===== src/design/mm_pkg.sv =====
`timescale 1ns / 1ps

package mm_pkg;

  // element, sum and position widths
  localparam int ELEM_W      = 16;
  localparam int SUM_W       = 35;
  localparam int PROD_W      = 2 * ELEM_W;
  localparam int IDX_W       = 6;
  localparam int POS_W       = 3;
  localparam int DIM_W       = 4;
  localparam int STORE_DEPTH = 64;
  localparam int CFG_IDX_W   = 2;

  localparam int DEFAULT_MAX_DIM = 8;

  // configuration register indexes
  localparam logic [CFG_IDX_W-1:0] REG_ROWS_A  = 2'd0;
  localparam logic [CFG_IDX_W-1:0] REG_INNER_A = 2'd1;
  localparam logic [CFG_IDX_W-1:0] REG_ROWS_B  = 2'd2;
  localparam logic [CFG_IDX_W-1:0] REG_COLS_B  = 2'd3;

  // request operations
  typedef enum logic [1:0] {
    OP_LOAD_A = 2'd0,
    OP_LOAD_B = 2'd1,
    OP_RUN    = 2'd2
  } op_t;

  typedef struct packed {
    op_t                     op;
    logic [IDX_W-1:0]        index;
    logic signed [ELEM_W-1:0] value;
  } req_t;

  typedef struct packed {
    logic signed [SUM_W-1:0] result;
    logic [POS_W-1:0]        row;
    logic [POS_W-1:0]        col;
    logic                    last;
    logic                    shape_error;
  } res_t;

endpackage


===== src/design/mm_stream_if.sv =====
`timescale 1ns / 1ps

interface mm_stream_if #(
  parameter type payload_t = logic
);

  logic     valid;
  logic     ready;
  payload_t payload;

  modport source (output valid, output payload, input ready);
  modport sink   (input valid, input payload, output ready);

endinterface


===== src/design/matrix_multiply_core.sv =====
`timescale 1ns / 1ps

// Dense matrix product C = A * B over signed Q8.8 elements, exact Q19.16 sums.
// Request channel (req): load-A and load-B requests write one element at a
// flat row-major index; a run request emits every element of C in row-major
// order on the result channel (res), tagged with row, column, last and
// shape_error. Dimensions come from the write port (cfg_we, cfg_addr,
// cfg_data); the user must write them only while the block is idle; the block
// itself does not enforce this. A run uses one shared multiply-accumulate fed
// by one read port per store, so it issues one product term per cycle unless
// res stalls: rows_a * cols_b * inner_a terms, or rows_a * cols_b terms on a
// shape mismatch (results are then zero). Terms pass the store read, product
// and accumulate; a new request is taken the cycle after a run's last term issues.
// The pipeline (read, multiply, accumulate, output register) stalls as a
// whole while a result waits on a low res.ready, so nothing is dropped.
// Reset sets all four dimensions to MAX_DIM and empties the pipeline; the
// element stores are not cleared and hold garbage until written.
module matrix_multiply_core #(
  parameter int MAX_DIM = mm_pkg::DEFAULT_MAX_DIM
) (
  input  logic                             clk,
  input  logic                             rst,
  mm_stream_if.sink                        req,
  mm_stream_if.source                      res,
  input  logic                             cfg_we,
  input  logic [mm_pkg::CFG_IDX_W-1:0]     cfg_addr,
  input  logic [mm_pkg::DIM_W-1:0]         cfg_data
);

  import mm_pkg::*;

  typedef enum logic {
    ST_IDLE,
    ST_RUN
  } state_t;

  typedef struct packed {
    logic [POS_W-1:0] row;
    logic [POS_W-1:0] col;
    logic             first;
    logic             last_k;
    logic             last;
    logic             err;
  } tag_t;

  function automatic logic [DIM_W-1:0] eff_dim(input logic [DIM_W-1:0] v);
    logic [DIM_W-1:0] r;
    if (v == '0) r = DIM_W'(1);
    else if (v > DIM_W'(MAX_DIM)) r = DIM_W'(MAX_DIM);
    else r = v;
    return r;
  endfunction

  // configuration registers
  logic [DIM_W-1:0] rows_a, inner_a, rows_b, cols_b;

  always_ff @(posedge clk) begin
    if (rst) begin
      rows_a  <= DIM_W'(MAX_DIM);
      inner_a <= DIM_W'(MAX_DIM);
      rows_b  <= DIM_W'(MAX_DIM);
      cols_b  <= DIM_W'(MAX_DIM);
    end else if (cfg_we) begin
      unique case (cfg_addr)
        REG_ROWS_A:  rows_a  <= cfg_data;
        REG_INNER_A: inner_a <= cfg_data;
        REG_ROWS_B:  rows_b  <= cfg_data;
        REG_COLS_B:  cols_b  <= cfg_data;
        default:     ;
      endcase
    end
  end

  // pipeline advance: output register free or being taken
  logic   res_valid;
  res_t   res_q;
  logic   adv;
  assign adv = !res_valid || res.ready;

  state_t state;
  logic   req_fire;
  assign req.ready = (state == ST_IDLE);
  assign req_fire  = req.valid && req.ready;

  // sequencer registers
  logic [DIM_W-1:0] ra, ia, cb;
  logic             err;
  logic [POS_W-1:0] r, c, k;
  logic [IDX_W-1:0] a_base, b_ptr;

  logic [IDX_W-1:0] a_addr;
  logic             issue, last_k, last_elem;
  tag_t             tag0;

  assign a_addr    = a_base + IDX_W'(k);
  assign issue     = (state == ST_RUN) && adv;
  assign last_k    = err || ({1'b0, k} == ia - DIM_W'(1));
  assign last_elem = ({1'b0, r} == ra - DIM_W'(1)) && ({1'b0, c} == cb - DIM_W'(1));

  always_comb begin
    tag0.row    = r;
    tag0.col    = c;
    tag0.first  = (k == '0);
    tag0.last_k = last_k;
    tag0.last   = last_elem;
    tag0.err    = err;
  end

  // run sequencer: walks row, column and inner index
  always_ff @(posedge clk) begin
    if (rst) begin
      state <= ST_IDLE;
    end else begin
      unique case (state)
        ST_IDLE: begin
          if (req_fire && req.payload.op == OP_RUN) begin
            ra     <= eff_dim(rows_a);
            ia     <= eff_dim(inner_a);
            cb     <= eff_dim(cols_b);
            err    <= eff_dim(rows_b) != eff_dim(inner_a);
            r      <= '0;
            c      <= '0;
            k      <= '0;
            a_base <= '0;
            b_ptr  <= '0;
            state  <= ST_RUN;
          end
        end
        ST_RUN: begin
          if (adv) begin
            if (!last_k) begin
              k     <= k + POS_W'(1);
              b_ptr <= b_ptr + IDX_W'(cb);
            end else begin
              k <= '0;
              if ({1'b0, c} == cb - DIM_W'(1)) begin
                c      <= '0;
                r      <= r + POS_W'(1);
                a_base <= a_base + IDX_W'(ia);
                b_ptr  <= '0;
              end else begin
                c     <= c + POS_W'(1);
                b_ptr <= IDX_W'(c) + IDX_W'(1);
              end
              if (last_elem) state <= ST_IDLE;
            end
          end
        end
        default: state <= ST_IDLE;
      endcase
    end
  end

  // element stores: one write port from loads, one registered read port each
  logic signed [ELEM_W-1:0] left_mem  [STORE_DEPTH];
  logic signed [ELEM_W-1:0] right_mem [STORE_DEPTH];
  logic signed [ELEM_W-1:0] a_q, b_q;

  always_ff @(posedge clk) begin
    if (req_fire && req.payload.op == OP_LOAD_A) left_mem[req.payload.index] <= req.payload.value;
    if (adv) a_q <= left_mem[a_addr];
  end

  always_ff @(posedge clk) begin
    if (req_fire && req.payload.op == OP_LOAD_B) right_mem[req.payload.index] <= req.payload.value;
    if (adv) b_q <= right_mem[b_ptr];
  end

  // stage 1 tag travels with the read data
  logic s1_valid;
  tag_t s1_tag;

  always_ff @(posedge clk) begin
    if (rst) begin
      s1_valid <= 1'b0;
    end else if (adv) begin
      s1_valid <= issue;
    end
  end

  always_ff @(posedge clk) begin
    if (adv) s1_tag <= tag0;
  end

  // stage 2 product
  logic                     s2_valid;
  tag_t                     s2_tag;
  logic signed [PROD_W-1:0] s2_prod;

  always_ff @(posedge clk) begin
    if (rst) begin
      s2_valid <= 1'b0;
    end else if (adv) begin
      s2_valid <= s1_valid;
    end
  end

  always_ff @(posedge clk) begin
    if (adv) begin
      s2_tag  <= s1_tag;
      s2_prod <= a_q * b_q;
    end
  end

  // accumulate and load the output register
  logic signed [SUM_W-1:0] acc, acc_next;

  assign acc_next = (s2_tag.first ? SUM_W'(0) : acc) + SUM_W'(s2_prod);

  always_ff @(posedge clk) begin
    if (rst) begin
      res_valid <= 1'b0;
    end else if (adv) begin
      res_valid <= s2_valid && s2_tag.last_k;
    end
  end

  always_ff @(posedge clk) begin
    if (adv && s2_valid) begin
      acc <= acc_next;
      if (s2_tag.last_k) begin
        res_q.result      <= s2_tag.err ? SUM_W'(0) : acc_next;
        res_q.row         <= s2_tag.row;
        res_q.col         <= s2_tag.col;
        res_q.last        <= s2_tag.last;
        res_q.shape_error <= s2_tag.err;
      end
    end
  end

  assign res.valid   = res_valid;
  assign res.payload = res_q;

`ifndef SYNTHESIS
  a_err_zero: assert property (@(posedge clk) disable iff (rst)
    res.valid && res.payload.shape_error |-> res.payload.result == '0)
    else $error("shape error result not zero");

  a_run_start: assert property (@(posedge clk) disable iff (rst)
    req.valid && req.ready && req.payload.op == OP_RUN |=> state == ST_RUN)
    else $error("run request did not start the sequencer");

  a_run_end: assert property (@(posedge clk) disable iff (rst)
    state == ST_RUN && adv && last_k && last_elem |=> state == ST_IDLE)
    else $error("sequencer did not return to idle after final term");

  a_issue_tracked: assert property (@(posedge clk) disable iff (rst)
    issue |=> s1_valid)
    else $error("issued term lost before stage one");
`endif

endmodule


===== src/flat_wrapper.sv =====
// flat-port wrapper written by rule: the top's interface ports become plain ports
module matrix_multiply_core_flat import mm_pkg::*;
#(
  parameter int MAX_DIM = mm_pkg::DEFAULT_MAX_DIM
)
  (clk, rst, cfg_we, cfg_addr, cfg_data, req_valid, req_payload, req_ready, res_valid, res_payload, res_ready);
  mm_stream_if #(.payload_t(req_t)) req_i ();
  mm_stream_if #(.payload_t(res_t)) res_i ();
  input  logic clk;
  input  logic rst;
  input  logic cfg_we;
  input  logic [mm_pkg::CFG_IDX_W-1:0] cfg_addr;
  input  logic [mm_pkg::DIM_W-1:0] cfg_data;
  input wire logic [$bits(req_i.valid)-1:0] req_valid;
  input wire logic [$bits(req_i.payload)-1:0] req_payload;
  output wire logic [$bits(req_i.ready)-1:0] req_ready;
  output wire logic [$bits(res_i.valid)-1:0] res_valid;
  output wire logic [$bits(res_i.payload)-1:0] res_payload;
  input wire logic [$bits(res_i.ready)-1:0] res_ready;
  assign req_i.valid = req_valid;
  assign req_i.payload = req_payload;
  assign req_ready = req_i.ready;
  assign res_valid = res_i.valid;
  assign res_payload = res_i.payload;
  assign res_i.ready = res_ready;
  matrix_multiply_core #(.MAX_DIM(MAX_DIM)) u_core (.clk(clk), .rst(rst), .req(req_i), .res(res_i), .cfg_we(cfg_we), .cfg_addr(cfg_addr), .cfg_data(cfg_data));
endmodule

===== config.mk =====
export PLATFORM = sky130hd
export DESIGN_NAME = matrix_multiply_core_flat
export DESIGN_NICKNAME = d
export VERILOG_FILES = /design/src/design/mm_pkg.sv /design/src/design/mm_stream_if.sv /design/src/design/matrix_multiply_core.sv /design/src/flat_wrapper.sv
export SDC_FILE = /design/constraint.sdc
export NUM_CORES = 2
export LEC_CHECK = 0
export BUFFER_PORTS_ARGS = -buffer_cell sky130_fd_sc_hd__buf_2
export CAP_MARGIN = 30
export CORE_MARGIN = 4
export CORE_UTILIZATION = 45
export CTS_CLUSTER_SIZE = 24
export DETAILED_ROUTE_END_ITERATION = 8
export PLACE_DENSITY_LB_ADDON = 0.25
export SYNTH_ARGS = -nofsm -noshare
export SYNTH_HDL_FRONTEND = slang
export SYNTH_SLANG_ARGS = --single-unit
export TNS_END_PERCENT = 20

===== constraint.sdc =====
create_clock -name clk -period 19.1 [get_ports clk]
set_input_delay 3.82 -clock clk [delete_from_list [all_inputs] [get_ports clk]]
set_output_delay 3.82 -clock clk [all_outputs]
set_load 0.1 [all_outputs]

# Yosys cells after proc, flatten, opt, wreduce, memory -nomap -nowiden
# Memory sizes are Yosys's and may differ from the RTL's. A register that Yosys moved wholly into a read port is not among the register bits.
# Index checks and enable logic that the tools add are counted.
[op_classes]
add_sub_neg = 11
n_mul = 1
div_mod_pow = 0
n_lt_le_gt_ge = 4
eq_ne = 13
shift = 0
n_mux = 43
bitwise = 2
reduce_logical = 29
[op_table]
columns = ["operator", "count"]
rows = [
  ["$mux W4", 12],
  ["$mux W6", 7],
  ["$add A35 B32 Y35", 1],
  ["$mux W35", 1],
  ["$mul A16 B16 Y32", 1],
  ["$mux W3", 9],
  ["$pmux W6 S2", 2],
  ["$pmux W3 S2", 3],
  ["$gt A4 B4 Y1 const B", 4],
  ["$logic_not A4 Y1", 4],
  ["$add A6 B4 Y6", 2],
  ["$eq A3 B4 Y1", 3],
  ["$sub A4 B1 Y4 const B", 3],
  ["$reduce_and A2 Y1", 5],
  ["$add A3 B1 Y3 const B", 3],
  ["$logic_and A1 B1 Y1", 8],
  ["$mux W1", 8],
  ["$add A6 B3 Y6", 1],
  ["$eq A2 B2 Y1 const B", 3],
  ["$ne A2 B2 Y1 const B", 3],
  ["$reduce_and A3 Y1", 2],
  ["$reduce_and A5 Y1", 1],
  ["$add A3 B1 Y4 const B", 1],
  ["$eq A2 B1 Y1 const B", 2],
  ["10 further kinds", 14],
]
[totals]
regBits = 184
latch_bits = 0
mem_bits_rw = 2048
rom_bits = 0
wordCells = 143
n_memories = 2
[mem_list]
columns = ["memory", "words", "word_bits", "read_ports", "rd_ports_with_merged_regs", "wr", "line", "text"]
rows = [
  ["u_core.left_mem", 64, 16, 1, 1, 1, "matrix_multiply_core.sv:155", "logic signed [ELEM_W-1:0] left_mem [STORE_DEPTH];"],
  ["u_core.right_mem", 64, 16, 1, 1, 1, "matrix_multiply_core.sv:156", "logic signed [ELEM_W-1:0] right_mem [STORE_DEPTH];"],
]

# Depth between registers and ports, before layout
[depth]
word_depth = 7
ltp_mapped = 24

# Worst setup path before layout
# Ideal clock, no wire load.
[synth_path]
kind = "input port to flip-flop"
from = "input res_ready"
to = "register u_core.res_q (netlist bit u_core.res.payload[0]), enable pin"
setup_ns = 0.406
arrival_ns = 6.906
t_required_ns = 18.694
setup_slack_ns = 11.789
cell_stages = 3
path_buffers = 0
cell_sequence = "nor2b_1 inv_1 and3_1"
[synth_via]
elab_chain_len = 3
[synth_rtl]
columns = ["item", "line", "text"]
rows = [
  ["from (decl)", "flat_wrapper.sv:19", "input wire logic [$bits(res_i.ready)-1:0] res_ready;"],
  ["$logic_or A1 B1 Y1", "matrix_multiply_core.sv:78", "assign adv = !res_valid || res.ready;"],
  ["$logic_and A1 B1 Y1", "matrix_multiply_core.sv:219", "if (adv && s2_valid) begin"],
  ["$reduce_and A2 Y1 (no source line)", "n/a", ""],
  ["to (decl)", "matrix_multiply_core.sv:76", "res_t res_q;"],
]
# No other way between the ends.
# A chain may end at the register's enable or synchronous reset.

# Worst setup path in the final report
[layout_path]
from = "register u_core.b_q[2] (read register of u_core.right_mem)"
to = "register u_core.s2_prod[31] (data pin)"
[layout_via]
elab_chain_len = 1
[layout_rtl]
columns = ["item", "line", "text"]
rows = [
  ["from (decl)", "matrix_multiply_core.sv:157", "logic signed [ELEM_W-1:0] a_q, b_q;"],
  ["$mul A16 B16 Y32", "matrix_multiply_core.sv:201", "s2_prod <= a_q * b_q;"],
  ["to (signal assigned)", "matrix_multiply_core.sv:201", ""],
  ["to (decl)", "matrix_multiply_core.sv:188", "logic signed [PROD_W-1:0] s2_prod;"],
]
# No other way between the ends.

==> results_tabular.tex <==
\begin{tabular}{lr}
\hline
Metric & Value \\
\hline
\multicolumn{2}{l}{\textbf{STA}} \\
\quad Worst-Margin Slew & 1.035 ns \\
\quad Worst slew margin & 0.3101 \\
\quad Setup skew after layout & 0.03432 ns \\
\quad Setup violators final & 0 \\
\quad Max frequency & 140.4 MHz \\
\quad Final-report hold violation count & 0 \\
\quad Setup repair after global routing missed its margin & no \\
\quad Final TNS setup & 0 ns \\
\quad Final clock period utilization by the worst path & 0.3728 \\
\quad Pins Over Slew Limit & 0 \\
\quad Tmin final & 7.121 ns \\
\multicolumn{2}{l}{\textbf{Synth}} \\
\quad Cell type with the highest aggregate area in the netlist & sky130\_fd\_sc\_hd\_\_edfxtp\_1 \\
\quad Number of enable flip-flop cells after synthesis & 2,244 \\
\quad Post-synth top area share & 0.6879 \\
\quad Net count after synthesis & 5,370 \\
\quad Synth Warn \# & 0 \\
\quad Fraction of synthesis flops using an asynchronous set or reset pin & 0 \\
\quad Number of distinct standard cells referenced by the synthesized netlist & 65 \\
\quad Most instantiated flip-flop cell in the synthesis netlist & sky130\_fd\_sc\_hd\_\_edfxtp\_1 \\
\quad Synthesis-stage register bit count & 2,264 \\
\quad Average footprint of a synthesized cell & 19.85 um2 \\
\quad Sequential area share after synthesis & 0.6920 \\
\quad Cells after Synth & 4,935 \\
\quad Top cells by area, synth & sky130\_fd\_sc\_hd\_\_edfxtp\_1 (69\%), sky130\_fd\_sc\_hd\_\_mux4\_2 (15\%), sky130\_fd\_sc\_hd\_\_fa\_1 (5.4\%), sky130\_fd\_sc\_hd\_\_ha\_1 (1.7\%), sky130\_fd\_sc\_hd\_\_inv\_1 (1.4\%) \\
\quad Synthesized area & 97,950 um2 \\
\multicolumn{2}{l}{\textbf{Power}} \\
\quad Switching Share & 0.3732 \\
\quad Net Sw Power & 7.839 mW \\
\quad Static power due to leakage & 36.74 nW \\
\quad Peak supply drop & 0.4554 mV \\
\quad Portion of total power attributed to the clock network & 0.196 \\
\quad Sequential group share of total power & 0.297 \\
\quad Internal Power & 13.16 mW \\
\quad Overall power consumption & 21.00 mW \\
\quad Logic pwr share & 0.508 \\
\quad Power density over the cells & 191.6 nW/um2 \\
\multicolumn{2}{l}{\textbf{Die}} \\
\quad Die span in x & 474.6 um \\
\quad Total I/O pin count & 80 \\
\quad Overall die height & 474.6 um \\
\quad Die area & 225,200 um2 \\
\quad Area of the core region & 215,500 um2 \\
\quad Initial standard-cell utilization of the core & 0.4546 \\
\quad Placement row count & 170 \\
\multicolumn{2}{l}{\textbf{Critical path}} \\
\quad Critical Path Slowest Stage Cell & sky130\_fd\_sc\_hd\_\_edfxtp\_1 \\
\quad Register-to-register path setup slack & 11.98 ns \\
\quad Critical path endpoint category & flip-flop \\
\quad Critical path required time & 19.70 ns \\
\quad Kind of start point of the critical path & flip-flop \\
\quad Register-to-Register Path Depth & 19 \\
\quad Crit-path cells & nand2\_1 -> fa\_1 -> inv\_1 -> fa\_1 -> inv\_1 -> fa\_1 -> fa\_1 -> fa\_1 -> fa\_1 -> inv\_1 -> ha\_1 -> a21o\_1 -> a21o\_1 -> a221oi\_1 -> o21ai\_0 -> a2111oi\_0 -> o21bai\_1 -> a21oi\_1 -> xnor2\_1 \\
\quad Worst path arrival time & 7.72 ns \\
\quad Top fanout value on the critical path & 16 \\
\quad Slowest stage delay, CP & 0.76 ns \\
\quad Critical Path Most Common Cell & sky130\_fd\_sc\_hd\_\_fa\_1 \\
\quad Worst setup path class & flip-flop to flip-flop \\
\multicolumn{2}{l}{\textbf{GRT}} \\
\quad Total gr overflow & 0 \\
\quad Largest net degree at the start of global routing & 103 \\
\quad Number of antenna violations at the first check in global routing & 15 \\
\quad Number of global-route vias before repair & 48,186 \\
\quad Total Routing Usage GR & 0.2020 \\
\quad First-pass GRT wire length & 333,200 um \\
\multicolumn{2}{l}{\textbf{Detailed routing}} \\
\quad \# DRC & 0 \\
\quad Routed wire length & 224,400 um \\
\quad Vias per cell & 5.728 \\
\quad Number of nets with antenna violations after detailed routing & 0 \\
\quad Final routed wire length divided by cell count & 27.23 um \\
\quad Total number of vias & 47,192 \\
\quad First-iteration detailed-routing DRC count & 5,106 \\
\quad Total iterations of the first detailed-routing run & 5 \\
\multicolumn{2}{l}{\textbf{Layout}} \\
\quad Most frequent standard cell in the layout excluding fill and tap cells & sky130\_fd\_sc\_hd\_\_edfxtp\_1 \\
\quad Fillcell total & 16,948 \\
\quad P\&R area growth vs syn & 11.94\% \\
\quad Most frequent cells in the layout & sky130\_fd\_sc\_hd\_\_edfxtp\_1 (2,244), sky130\_fd\_sc\_hd\_\_mux4\_2 (672), sky130\_fd\_sc\_hd\_\_inv\_1 (364) \\
\quad Final layout net count & 5,655 \\
\quad Fraction of final layout cells sized beyond drive strength 1 & 0.2342 \\
\multicolumn{2}{l}{\textbf{Clock network}} \\
\quad Root cell of the clock tree & sky130\_fd\_sc\_hd\_\_clkbuf\_16 \\
\quad Clock buffers created by TritonCTS & 218 \\
\quad Clk slew on worst S/H paths & 0.06 ns \\
\quad Number of hold buffers added after cts & 0 \\
\quad Post-CTS Setup Repair Bufs & 0 \\
\quad Latest clock arrival within the worst-skew pair & 0.85 ns \\
\quad Clock tree from TritonCTS & done \\
\quad Buffers from clock root to sink, at most & 3 \\
\quad CTS sink count & 2,264 \\
\quad Post-cts gate resize count & 0 \\
\quad CTS HTree Levels & 4 \\
\multicolumn{2}{l}{\textbf{Placed design}} \\
\quad Count of input and output buffers & 79 \\
\quad Detailed Place HPWL & 137,600 um \\
\quad Routability-driven placement congestion ratio & 0.8296 \\
\multicolumn{2}{l}{\textbf{Min path}} \\
\quad Hold path cells & 0 \\
\quad Classification of the worst-slack hold path & flip-flop to flip-flop \\
\multicolumn{2}{l}{\textbf{Run status}} \\
\quad Run status & completed \\
\multicolumn{2}{l}{\textbf{Flow run}} \\
\quad Number of maximum-capacitance violations & 0 \\
\hline
\end{tabular}
==> path summary, 6_finish.rpt <==
check | startpoint | to
max | u_core.b_q[2] | u_core.s2_prod[31]
min | u_core.s1_tag[6] | u_core.s2_tag[6]
max reg2reg | u_core.b_q[2] | u_core.s2_prod[31]
min reg2reg | u_core.s1_tag[6] | u_core.s2_tag[6]
==> synthesized netlist by cell type, types with 28 or more instances <==
cell type,n
sky130_fd_sc_hd__buf_2,58
sky130_fd_sc_hd__and2_1,130
sky130_fd_sc_hd__nor2_1,223
sky130_fd_sc_hd__a21o_1,28
sky130_fd_sc_hd__inv_1,365
sky130_fd_sc_hd__a21oi_1,56
sky130_fd_sc_hd__mux4_2,672
sky130_fd_sc_hd__clkbuf_1,134
sky130_fd_sc_hd__edfxtp_1,2244
sky130_fd_sc_hd__o21ai_0,34
sky130_fd_sc_hd__fa_1,266
sky130_fd_sc_hd__ha_1,134
sky130_fd_sc_hd__nor2b_1,78
sky130_fd_sc_hd__nand2_1,167
sky130_fd_sc_hd__xnor2_1,55
==> cell families after synthesis <==
| logic type | after synthesis | share of synthesized area |
|---|---|---|
| XOR/XNOR | 82 | 0.007409 |
| AO/OA/AOI/OAI | 210 | 0.01420 |
| multiplexers | 689 | 0.1563 |
| adder cells (fa/ha/maj) | 400 | 0.07148 |
| AND/OR/NAND/NOR | 717 | 0.03569 |
| buffers and inverters | 573 | 0.02293 |
| flip-flops | 2264 | 0.6920 |
==> power groups by stage <==
stage | logic, mW | registers (mW) | clock network [mW]
2_1_floorplan | 8.47 | 6.28 | 0
3_3_place_gp | 10.5 | 6.33 | 0
3_5_place_dp | 10.7 | 6.33 | 0
4_1_cts | 10.8 | 6.23 | 4.19
5_1_grt | 12.3 | 6.23 | 4.41
6_report | 10.7 | 6.23 | 4.11
==> registers in the layout (all words and copies together), names as in the netlist, 6 cells and up <==
name and flops:
u_core.s2_tag 10, u_core.a_q 16, u_core.acc 35, u_core.s1_tag 10, u_core.res.payload 43, u_core.b_q 16
u_core.b_ptr 6, u_core.right_mem 1024, u_core.a_base 6, u_core.s2_prod 32, u_core.left_mem 1024
==> worst max-delay path, delay by kind of cell, from the launching register on <==
family / cells / cell delay (ns)
AOI/OAI and AO/OA: 7 / 1.71
buffers and inverters: 3 / 0.33
xor gates and xnor gates: 1 / 0.08
and+or+nand+nor: 1 / 0.24
adders and majority gates: 7 / 3.76
DFF: 1 / 0.76
==> through the flow <==
step,util,hold slack (ns),cell area [um2],worst slack [ns],cells
after floorplan,-,0.4003,97950,11.79,4935
after global placement,0.4758,0.4005,102500,11.95,7824
after detailed placement,0.4769,0.4054,102800,11.92,7834
after CTS,0.5083,0.4191,109500,11.94,8227
after global routing,0.5088,0.4321,109600,11.56,8233
final,0.5089,0.4156,109700,11.98,8239
==> cell type report <==
| type | count | area, um2 | area share |
|---|---|---|---|
| Antenna cell | 8 | 20.02 | 0.0001826 |
| Multi-Input combinational cell | 2098 | 28000 | 0.2553 |
| Tap cell | 2838 | 3551 | 0.03238 |
| Inverter | 366 | 1376 | 0.01255 |
| Sequential cell | 2264 | 67790 | 0.6182 |
| Clock inverter | 119 | 964.7 | 0.008798 |
| Timing Repair Buffer | 272 | 2155 | 0.01965 |
| Clock buffer | 274 | 5803 | 0.05292 |
==> layer usage <==
layer	part of all wire	up-vias	global-route usage
met1	0.44	25244	0.3096
met5	0.00010	-	0
met2	0.47	1760	0.3095
li1	-	19948	-
met3	0.078	236	0.03651
met4	0.013	4	0.03588
(Power assumes the default switching activity.)
